<file path="src/hdl/sitda_pkg.sv">
// shared constants, command/status types and the double-dabble step for
// signed_int_to_decimal_ascii; no dependencies
package sitda_pkg;

   // width of the signed input value
   localparam int VALUE_BITS  = 32;
   // magnitude bits consumed by the datapath per conversion cycle
   localparam int STEP_BITS   = 4;
   localparam int PAD_BITS    = ((VALUE_BITS + STEP_BITS - 1) / STEP_BITS) * STEP_BITS;
   localparam int STEP_COUNT  = PAD_BITS / STEP_BITS;
   localparam int STEP_W      = (STEP_COUNT > 1) ? $clog2(STEP_COUNT) : 1;
   // decimal digits of the largest magnitude (1233/4096 ~ log10 2)
   localparam int DIGIT_COUNT = (VALUE_BITS * 1233) / 4096 + 1;
   localparam int BCD_BITS    = DIGIT_COUNT * 4;
   localparam int IDX_W       = $clog2(DIGIT_COUNT);
   localparam int REQ_DATA_BITS = ((VALUE_BITS + 7) / 8) * 8;
   localparam int CHAR_BITS   = 8;

   localparam logic [CHAR_BITS-1:0] CHAR_ZERO  = 8'd48;
   localparam logic [CHAR_BITS-1:0] CHAR_MINUS = 8'd45;

   // controller to datapath
   typedef struct packed {
      logic load;       // capture value, clear bcd
      logic step;       // advance conversion by STEP_BITS bits
      logic find;       // locate leading digit
      logic emit_next;  // move to next lower digit
      logic sign_sel;   // present '-' instead of a digit
   } sitda_cmd_type;

   // datapath to controller
   typedef struct packed {
      logic conv_done;  // this step is the final one
      logic negative;
      logic last_digit; // digit pointer at units
   } sitda_status_type;

   // one double-dabble bit: add 3 to every digit of 5 or more, then shift in
   function automatic logic [BCD_BITS-1:0] dabble(input logic [BCD_BITS-1:0] bcd,
                                                   input logic bit_in);
      logic [BCD_BITS-1:0] adj;
      adj = bcd;
      for (int d = 0; d < DIGIT_COUNT; d++) begin
         if (adj[d*4 +: 4] >= 4'd5) begin
            adj[d*4 +: 4] = adj[d*4 +: 4] + 4'd3;
         end
      end
      return {adj[BCD_BITS-2:0], bit_in};
   endfunction

endpackage

</file>
<file path="src/hdl/sitda_dp.sv">
// datapath: magnitude shift register, bcd accumulator and digit pointer
// depends on sitda_pkg
module sitda_dp (
   input  logic                                clock,
   input  logic                                reset,
   input  sitda_pkg::sitda_cmd_type            cmd,
   output sitda_pkg::sitda_status_type         status,
   input  logic [sitda_pkg::REQ_DATA_BITS-1:0] req_tdata,
   output logic [sitda_pkg::CHAR_BITS-1:0]     rsp_tdata,
   output logic                                rsp_tlast
);

   logic [sitda_pkg::VALUE_BITS-1:0] raw;
   logic [sitda_pkg::VALUE_BITS-1:0] magn;
   logic                             raw_neg;

   logic [sitda_pkg::PAD_BITS-1:0]   mag_ff, mag_in, mag_step;
   logic [sitda_pkg::BCD_BITS-1:0]   bcd_ff, bcd_in, bcd_step;
   logic                             neg_ff, neg_in;
   logic [sitda_pkg::STEP_W-1:0]     step_cnt_ff, step_cnt_in;
   logic [sitda_pkg::IDX_W-1:0]      idx_ff, idx_in, lead_idx;
   logic [3:0]                       digit;

   assign raw     = req_tdata[sitda_pkg::VALUE_BITS-1:0];
   assign raw_neg = raw[sitda_pkg::VALUE_BITS-1];
   // unsigned negate also covers the most negative value
   assign magn    = raw_neg ? (~raw + 1'b1) : raw;

   // STEP_BITS dependent dabble steps per cycle
   always_comb begin
      bcd_step = bcd_ff;
      mag_step = mag_ff;
      for (int s = 0; s < sitda_pkg::STEP_BITS; s++) begin
         bcd_step = sitda_pkg::dabble(bcd_step, mag_step[sitda_pkg::PAD_BITS-1]);
         mag_step = {mag_step[sitda_pkg::PAD_BITS-2:0], 1'b0};
      end
   end

   // highest nonzero digit, units when all zero
   always_comb begin
      lead_idx = '0;
      for (int i = 0; i < sitda_pkg::DIGIT_COUNT; i++) begin
         if (bcd_ff[i*4 +: 4] != 4'd0) begin
            lead_idx = sitda_pkg::IDX_W'(i);
         end
      end
   end

   always_comb begin
      mag_in      = mag_ff;
      bcd_in      = bcd_ff;
      neg_in      = neg_ff;
      step_cnt_in = step_cnt_ff;
      idx_in      = idx_ff;
      if (cmd.load) begin
         mag_in      = sitda_pkg::PAD_BITS'(magn);
         bcd_in      = '0;
         neg_in      = raw_neg;
         step_cnt_in = '0;
      end else if (cmd.step) begin
         mag_in      = mag_step;
         bcd_in      = bcd_step;
         step_cnt_in = step_cnt_ff + 1'b1;
      end else if (cmd.find) begin
         idx_in      = lead_idx;
      end else if (cmd.emit_next) begin
         idx_in      = idx_ff - 1'b1;
      end
   end

   always_ff @(posedge clock) begin
      if (reset) begin
         step_cnt_ff <= '0;
      end else begin
         step_cnt_ff <= step_cnt_in;
      end
      mag_ff <= mag_in;
      bcd_ff <= bcd_in;
      neg_ff <= neg_in;
      idx_ff <= idx_in;
   end

   assign digit = bcd_ff[idx_ff*4 +: 4];

   assign status.conv_done  = (step_cnt_ff == sitda_pkg::STEP_W'(sitda_pkg::STEP_COUNT - 1));
   assign status.negative   = neg_ff;
   assign status.last_digit = (idx_ff == '0);

   assign rsp_tdata = cmd.sign_sel ? sitda_pkg::CHAR_MINUS
                                   : (sitda_pkg::CHAR_ZERO + {4'b0000, digit});
   assign rsp_tlast = !cmd.sign_sel && (idx_ff == '0);

endmodule

</file>
<file path="src/hdl/sitda_ctrl.sv">
// controller state machine: input handshake, conversion sequencing, emission
// depends on sitda_pkg
module sitda_ctrl (
   input  logic                        clock,
   input  logic                        reset,
   input  logic                        req_tvalid,
   output logic                        req_tready,
   output logic                        rsp_tvalid,
   input  logic                        rsp_tready,
   output sitda_pkg::sitda_cmd_type    cmd,
   input  sitda_pkg::sitda_status_type status
);

   localparam logic [2:0] ST_IDLE = 3'd0;
   localparam logic [2:0] ST_CONV = 3'd1;
   localparam logic [2:0] ST_LEAD = 3'd2;
   localparam logic [2:0] ST_SIGN = 3'd3;
   localparam logic [2:0] ST_EMIT = 3'd4;

   logic [2:0] state_ff, state_in;

   assign req_tready = (state_ff == ST_IDLE);
   assign rsp_tvalid = (state_ff == ST_SIGN) || (state_ff == ST_EMIT);

   always_comb begin
      state_in      = state_ff;
      cmd           = '0;
      cmd.sign_sel  = (state_ff == ST_SIGN);
      case (state_ff)
         ST_IDLE: begin
            if (req_tvalid) begin
               cmd.load = 1'b1;
               state_in = ST_CONV;
            end
         end
         ST_CONV: begin
            cmd.step = 1'b1;
            if (status.conv_done) begin
               state_in = ST_LEAD;
            end
         end
         ST_LEAD: begin
            cmd.find = 1'b1;
            state_in = status.negative ? ST_SIGN : ST_EMIT;
         end
         ST_SIGN: begin
            if (rsp_tready) begin
               state_in = ST_EMIT;
            end
         end
         ST_EMIT: begin
            if (rsp_tready) begin
               if (status.last_digit) begin
                  state_in = ST_IDLE;
               end else begin
                  cmd.emit_next = 1'b1;
               end
            end
         end
         default: begin
            state_in = ST_IDLE;
         end
      endcase
   end

   always_ff @(posedge clock) begin
      if (reset) begin
         state_ff <= ST_IDLE;
      end else begin
         state_ff <= state_in;
      end
   end

endmodule

</file>
<file path="src/hdl/signed_int_to_decimal_ascii.sv">
// one signed value in, its decimal ascii text out one character per transfer
// text of 1 to 11 characters; the next value is accepted only after the last character is taken
// first character is valid once the conversion steps, STEP_BITS = 4 bits each,
// and the leading-digit step have run
// synchronous active-high reset returns the controller to idle, no output pending
// depends on sitda_pkg, sitda_ctrl, sitda_dp
module signed_int_to_decimal_ascii (
   input  logic                                clock,
   input  logic                                reset,
   // input channel
   input  logic                                req_tvalid,
   output logic                                req_tready,
   input  logic [sitda_pkg::REQ_DATA_BITS-1:0] req_tdata,  // [31:0] value (signed)
   // result channel
   output logic                                rsp_tvalid,
   input  logic                                rsp_tready,
   output logic [sitda_pkg::CHAR_BITS-1:0]     rsp_tdata,  // [7:0] text_char
   output logic                                rsp_tlast   // last_char
);

   // command and status between controller and datapath
   sitda_pkg::sitda_cmd_type    cmd;
   sitda_pkg::sitda_status_type status;

   // controller: one value at a time, accepts only when idle
   sitda_ctrl u_ctrl (
      .clock      (clock),
      .reset      (reset),
      .req_tvalid (req_tvalid),
      .req_tready (req_tready),
      .rsp_tvalid (rsp_tvalid),
      .rsp_tready (rsp_tready),
      .cmd        (cmd),
      .status     (status)
   );

   // datapath: shift-and-add-3 binary to bcd, then digit pointer walks down
   // from the leading nonzero digit, or units for zero; character held stable while stalled
   sitda_dp u_dp (
      .clock     (clock),
      .reset     (reset),
      .cmd       (cmd),
      .status    (status),
      .req_tdata (req_tdata),
      .rsp_tdata (rsp_tdata),
      .rsp_tlast (rsp_tlast)
   );

endmodule

</file>
<file path="config.mk">
export PLATFORM = sky130hd
export DESIGN_NAME = signed_int_to_decimal_ascii
export DESIGN_NICKNAME = d
export VERILOG_FILES = /design/src/hdl/sitda_pkg.sv /design/src/hdl/sitda_dp.sv /design/src/hdl/sitda_ctrl.sv /design/src/hdl/signed_int_to_decimal_ascii.sv
export SDC_FILE = /design/constraint.sdc
export NUM_CORES = 1
export LEC_CHECK = 0
export ABC_AREA = 0
export ABC_CLOCK_PERIOD_IN_PS = 3880
export BUFFER_PORTS_ARGS = -buffer_cell sky130_fd_sc_hd__buf_2
export CAP_MARGIN = 20
export CORE_ASPECT_RATIO = 0.9
export CORE_MARGIN = 2
export CORE_UTILIZATION = 35
export DETAILED_ROUTE_END_ITERATION = 6
export GPL_ROUTABILITY_DRIVEN = 1
export SYNTH_ARGS = -nofsm -noshare
export SYNTH_HDL_FRONTEND = slang
export SYNTH_SLANG_ARGS = --single-unit
</file>
<file path="constraint.sdc">
create_clock -name clock -period 3.88 [get_ports clock]
set_input_delay 0.388 -clock clock [delete_from_list [all_inputs] [get_ports clock]]
set_output_delay 0.388 -clock clock [all_outputs]
set_load 0.05 [all_outputs]
</file>
Word-level counts from Yosys, hierarchy flattened --
Index checks and enable logic that the tools add are counted.
Word-level totals: flip-flop bits (word level) 83, input bits 36, output and inout port bits 11, logic and storage cells 192
Operators by class: $add $sub $neg 44, order comparisons 40, equal/unequal tests 10, shifts and indexed selects 1, muxes and demuxes 69, bitwise gates (word level) 3, reduce and logical (&&, ||, !) cells 19
Operator list (count):
- >= comparator 4 x 3 -> 1 bit, second input constant | 40
- 2-to-1 mux 4 bit | 40
- adder 4 x 2 -> 4 bit, second input constant | 36
- 2-to-1 mux 32 bit | 3
- 2-to-1 mux 3 bit | 14
- indexed part select 40 x 7 -> 4 bit | 1
- nonzero test 4 bit | 9
- adder 32 x 1 -> 32 bit, second input constant | 1
- inverter 32 bit | 1
- one-hot mux 3 bit (5 select lines) | 1
- adder 3 x 2 -> 3 bit, second input constant | 4
- inequality test 2 bit, second input constant | 5
- 2-to-1 mux 1 bit | 8
- 2-to-1 mux 8 bit | 1
- adder 6 x 4 -> 7 bit, first input constant | 1
- equality test 3 x 2 -> 1 bit, second input constant | 2
- equality test 3 bit, second input constant | 2
- AND reduction 5 bit | 1
- logical NOT 4 bit | 1
- 2-to-1 mux 2 bit | 2
- nonzero test 2 bit | 2
- subtractor 4 x 1 -> 4 bit, second input constant | 1
- adder 3 x 1 -> 3 bit, second input constant | 1
- equality test 3 x 1 -> 1 bit, second input constant | 1
- other kinds (7) | 8

Depth between registers and ports, before layout --
depth after elaboration 11, depth in mapped cells 19

Hierarchy --
A second synthesis with hierarchy kept.
Unflattened totals: cell total of the unflattened synthesis 1267, area total of the unflattened synthesis 9604.2 sq um
Modules (own cells, without submodules):
- sitda_dp | times used 1, cells an instance 1244, area each 9381.5 sq um
- sitda_ctrl | times used 1, cells an instance 23, area each 222.7 sq um

Worst setup path before layout --
No wires, ideal clock.
path kind register to register, start point register u_ctrl.state_ff[2], end point register u_dp.mag_ff[0] (netlist bit), enable pin, arrival time 3297 ps, slack 174 ps, stages on the path, launching flop included 7, path buffers 1, period minus slack after synthesis 3706 ps, cell sequence dfxtp_1 nor3_1 nand2_1 inv_2 nor2_1 inv_1 clkbuf_1
RTL lines:
- start, declared | line sitda_ctrl.sv:20 | logic [2:0] state_ff, state_in;
- start signal, assigned | line sitda_ctrl.sv:70 | state_ff <= state_in;
- end signal, assigned | line sitda_dp.sv:77 | mag_ff <= mag_in;
- end, declared | line sitda_dp.sv:17 | logic [sitda_pkg::PAD_BITS-1:0] mag_ff, mag_in, mag_step;

Worst setup path after layout --
start point register u_dp.bcd_ff[20] (netlist bit), end point register u_dp.bcd_ff[25] (netlist bit)
On the way: cells in the longest elaborated chain, start to end 8
RTL lines:
- start, declared | line sitda_dp.sv:18 | logic [sitda_pkg::BCD_BITS-1:0] bcd_ff, bcd_in, bcd_step;
- start signal, assigned | line sitda_dp.sv:78 | bcd_ff <= bcd_in;
- adder 4 x 2 -> 4 bit or >= comparator 4 x 3 -> 1 bit (tied branches) | line sitda_pkg.sv:45, sitda_pkg.sv:44
- 2-to-1 mux 4 bit (*) | line sitda_pkg.sv:44 | if (adj[d*4 +: 4] >= 4'd5) begin
- adder 4 x 2 -> 4 bit or >= comparator 4 x 3 -> 1 bit (tied branches) | line sitda_pkg.sv:45, sitda_pkg.sv:44
- 2-to-1 mux 4 bit | line sitda_pkg.sv:44
- adder 4 x 2 -> 4 bit or >= comparator 4 x 3 -> 1 bit (tied branches) | line sitda_pkg.sv:45, sitda_pkg.sv:44
- 2-to-1 mux 4 bit | line sitda_pkg.sv:44
- adder 4 x 2 -> 4 bit or >= comparator 4 x 3 -> 1 bit (tied branches) | line sitda_pkg.sv:45, sitda_pkg.sv:44
- 2-to-1 mux 4 bit (*) | line sitda_pkg.sv:44
Every way passes the cells marked *; elsewhere a longest branch is shown, timed or not. A chain may end at the register's enable or synchronous reset.

==> impl_metrics.py <==
metrics = {
    "global_routing": {
        "grt_max_degree": 67,
        "grt_pass1_vias": 7907,
        "antenna_found_initial": 2,
        "grt_pass1_wl_um": 39800,
        "grt_overflow": 0,
        "grt_usage": 0.175,
    },
    "die": {
        "dieArea_mm2": 0.0274,
        "fp.dieH_um": 157,
        "core-area_mm2": 0.0259,
        "pin_count": 47,
        "start_util": 0.354,
        "die_w_um": 174,
        "rows": 56,
    },
    "placed_design": {
        "hpwl_um": 18600,
        "io_buffers": 43,
        "place_congestion": 0.864,
        "pre_cts_ws_ns": -0.0317,
        "placed_area_mm2": 0.00992,
    },
    "layout": {
        "fill_cells": 2612,
        "syn_to_final_growth_pct": 13.9,
        "design_area_mm2": 0.0104,
        "drive_above_1_share": 0.172,
        "nets": 1328,
        "final_util": 0.403,
    },
    "timing": {
        "post-route-period-util": 0.953,
        "finalWorstSetupSlack_ns": 0.181,
        "worst_slew_pin_slew_ns": 0.877,
        "rsz0062_at_grt": "true",
        "slew_headroom": 0.415,
        "finClkSkew_ns": 0.00679,
        "finalMaxSlewViolations": 0,
        "setup_violations": 0,
        "fin_tns_setup_ns": 0,
        "min_period_ns": 3.70,
        "clock.fmax_ghz": 0.270,
        "hold_violations": 0,
    },
    "worst_setup_path": {
        "required_ns": 4.12,
        "worstSetupPathType": "reg2reg",
        "crit_fanout": 6,
        "cp_top_family": "compound AO/OA/AOI/OAI gates",
        "critPathMaxStageDelay_ns": 0.46,
        "crit_path_start_kind": "flip-flop",
        "cp_cell_sequence": "buf_4 -> ha_1 -> nand2b_1 -> a211o_1 -> a211o_4 -> a21oi_1 -> nor2_1 -> ha_1 -> a211oi_1 -> a221oi_1 -> o32a_1 -> a211o_1 -> a32o_1",
        "crit_arrival_ns": 3.94,
        "path_buf_inv": 1,
        "slowest_stage": "o32a_1",
        "crit_path_end_kind": "flip-flop",
    },
    "drt": {
        "route.detailed.drc": 0,
        "dr.pass1.iters": 5,
        "via_per_inst": 5.65,
        "drtIter0Drc": 765,
        "routed_wl_um": 24400,
        "wl_per_cell_um": 15.2,
        "num_vias": 9053,
        "ant_nets": 0,
    },
    "clock_tree": {
        "cts.sinks": 83,
        "cts_tree": "built",
        "cts_max_path_buffers": 2,
        "cts-root-buf": "clkbuf_16",
        "clk_pin_slew_ns": 0.07,
        "numCtsBuffers": 9,
        "cts.htree.levels": 3,
        "clock_latency_ns": 0.35,
    },
    "synthesis": {
        "synth-edff-count": 37,
        "synthTopCellsByArea": "edfxtp_1 12%, dfxtp_1 10%, o21ai_0 6.3%",
        "yosysSeqAreaShare": 0.222,
        "yosysWarnings": 0,
        "yosys-top-cells-count": "138 x nand2_1, 116 x o21ai_0, 83 x nor2_1",
        "yosys.area.top_type": "edfxtp_1",
        "synth.most_common_cell": "nand2_1",
        "synthArstFlopShare": 0,
        "syn-cell-area_mm2": 0.00915,
        "synth_top_area_share": 0.121,
        "synth_ff_type": "dfxtp_1",
        "synth_seq_cells": 83,
        "synthCells": 1199,
        "yosys.cell_types.count": 89,
        "postSynthAreaPerCell_um2": 7.63,
    },
    "job": {
        "maxCapViolCount": 0,
    },
    "hold_path": {
        "hold_class": "in2reg",
    },
    "run_status": {
        "status": "completed",
    },
}
-- cells by family (layout without fill, tap and decap cells) --
group,after synthesis,after routing,share of synthesized area
AND/OR/NAND/NOR,425,425,0.228
AO/OA/AOI/OAI,423,423,0.319
buffers and inverters,121,174,0.0527
flip-flops,83,83,0.222
multiplexers,56,56,0.0748
XOR/XNOR,45,45,0.0431
adder cells (fa/ha/maj),44,44,0.0602
other,2,4,0.000821
-- repair_timing --
item / 4_1_cts / 5_1_grt
pin swaps: 0 / 9
setup buffers: 0 / 5
setup endpoints to repair: 2 / 25
gates resized for setup: 2 / 48
hold buffers: 0 / 0
-- state kept, by name, indices dropped and copies added, names as in the netlist --
name / cells
u_ctrl.state_ff: 3
u_dp.bcd_ff: 40
u_dp.idx_ff: 4
u_dp.mag_ff: 32
u_dp.neg_ff: 1
u_dp.step_cnt_ff: 3
-- layer usage --
metal | routed length (um) | share of wire | vias to the layer above | GRT usage
met5 | 13 | 0.00053 | - | 0
met4 | 201 | 0.0083 | 2 | 0.0328
met2 | 11100 | 0.46 | 174 | 0.284
li1 | - | - | 4599 | -
met1 | 12100 | 0.50 | 4260 | 0.248
met3 | 920 | 0.038 | 18 | 0.0263
-- final timing paths --
| check | start | end | slack (ns) | cells after the start |
|---|---|---|---|---|
| worst min-delay path | reset | u_ctrl.state_ff[0] | 0.29 | 2 |
| worst max-delay path | u_dp.bcd_ff[20] | u_dp.bcd_ff[25] | 0.18 | 13 |
| worst min register to register | u_dp.mag_ff[28] | u_dp.bcd_ff[0] | 0.45 | 2 |
| worst max register to register | u_dp.bcd_ff[20] | u_dp.bcd_ff[25] | 0.18 | 13 |
-- worst register-to-register path, stage by stage (launching register included) --
cell and delay, ns:
dfxtp_2 0.34, buf_4 0.16, ha_1 0.22, nand2b_1 0.17, a211o_1 0.35, a211o_4 0.40
a21oi_1 0.26, nor2_1 0.14, ha_1 0.25, a211oi_1 0.22, a221oi_1 0.08, o32a_1 0.46
a211o_1 0.31, a32o_1 0.23
-- area by class of cell --
type,instances,area (um^2),share of cell area
Inverter,66,248,0.0238
Multi-Input combinational cell,996,6820,0.655
Sequential cell,83,2040,0.196
Tap cell,348,435,0.0418
Antenna cell,1,2.50,0.000240
Timing Repair Buffer,92,596,0.0572
Clock inverter,7,51.3,0.00492
Clock buffer,9,225,0.0216
-- cell usage in the layout (no fill, tap or decap), types with 9 or more instances in the layout --
cell type and count:
o21a_1 20, o21bai_1 9, o21ai_1 20, and2_1 16, nand2_1 137, a211oi_1 23
o211ai_1 18, nor2_1 82, buf_4 48, o31ai_1 10, o21ai_0 111, dfxtp_1 41
xnor2_1 14, clkbuf_16 9, a21o_1 13, or3_1 12, nor3b_1 11, edfxtp_1 37
inv_1 61, o22ai_1 17, a21oi_1 54, and3_1 11, nand3_1 26, mux2i_1 38
mux2_2 9, a211o_1 11, or2_2 18, ha_1 42, nor3_1 39, nand2b_1 20
xor2_1 30, buf_2 43
-- stage by stage --
step / hold WS, ns / instances
floorplan: 0.418 / 1200
global placement: 0.429 / 1579
detailed placement: 0.430 / 1580
CTS: 0.282 / 1596
global route: 0.289 / 1602
finish: 0.292 / 1602
Power is left out: the tool's default activity adds up to more than one toggle a clock period on the data nets, which glitch-free logic cannot reach.
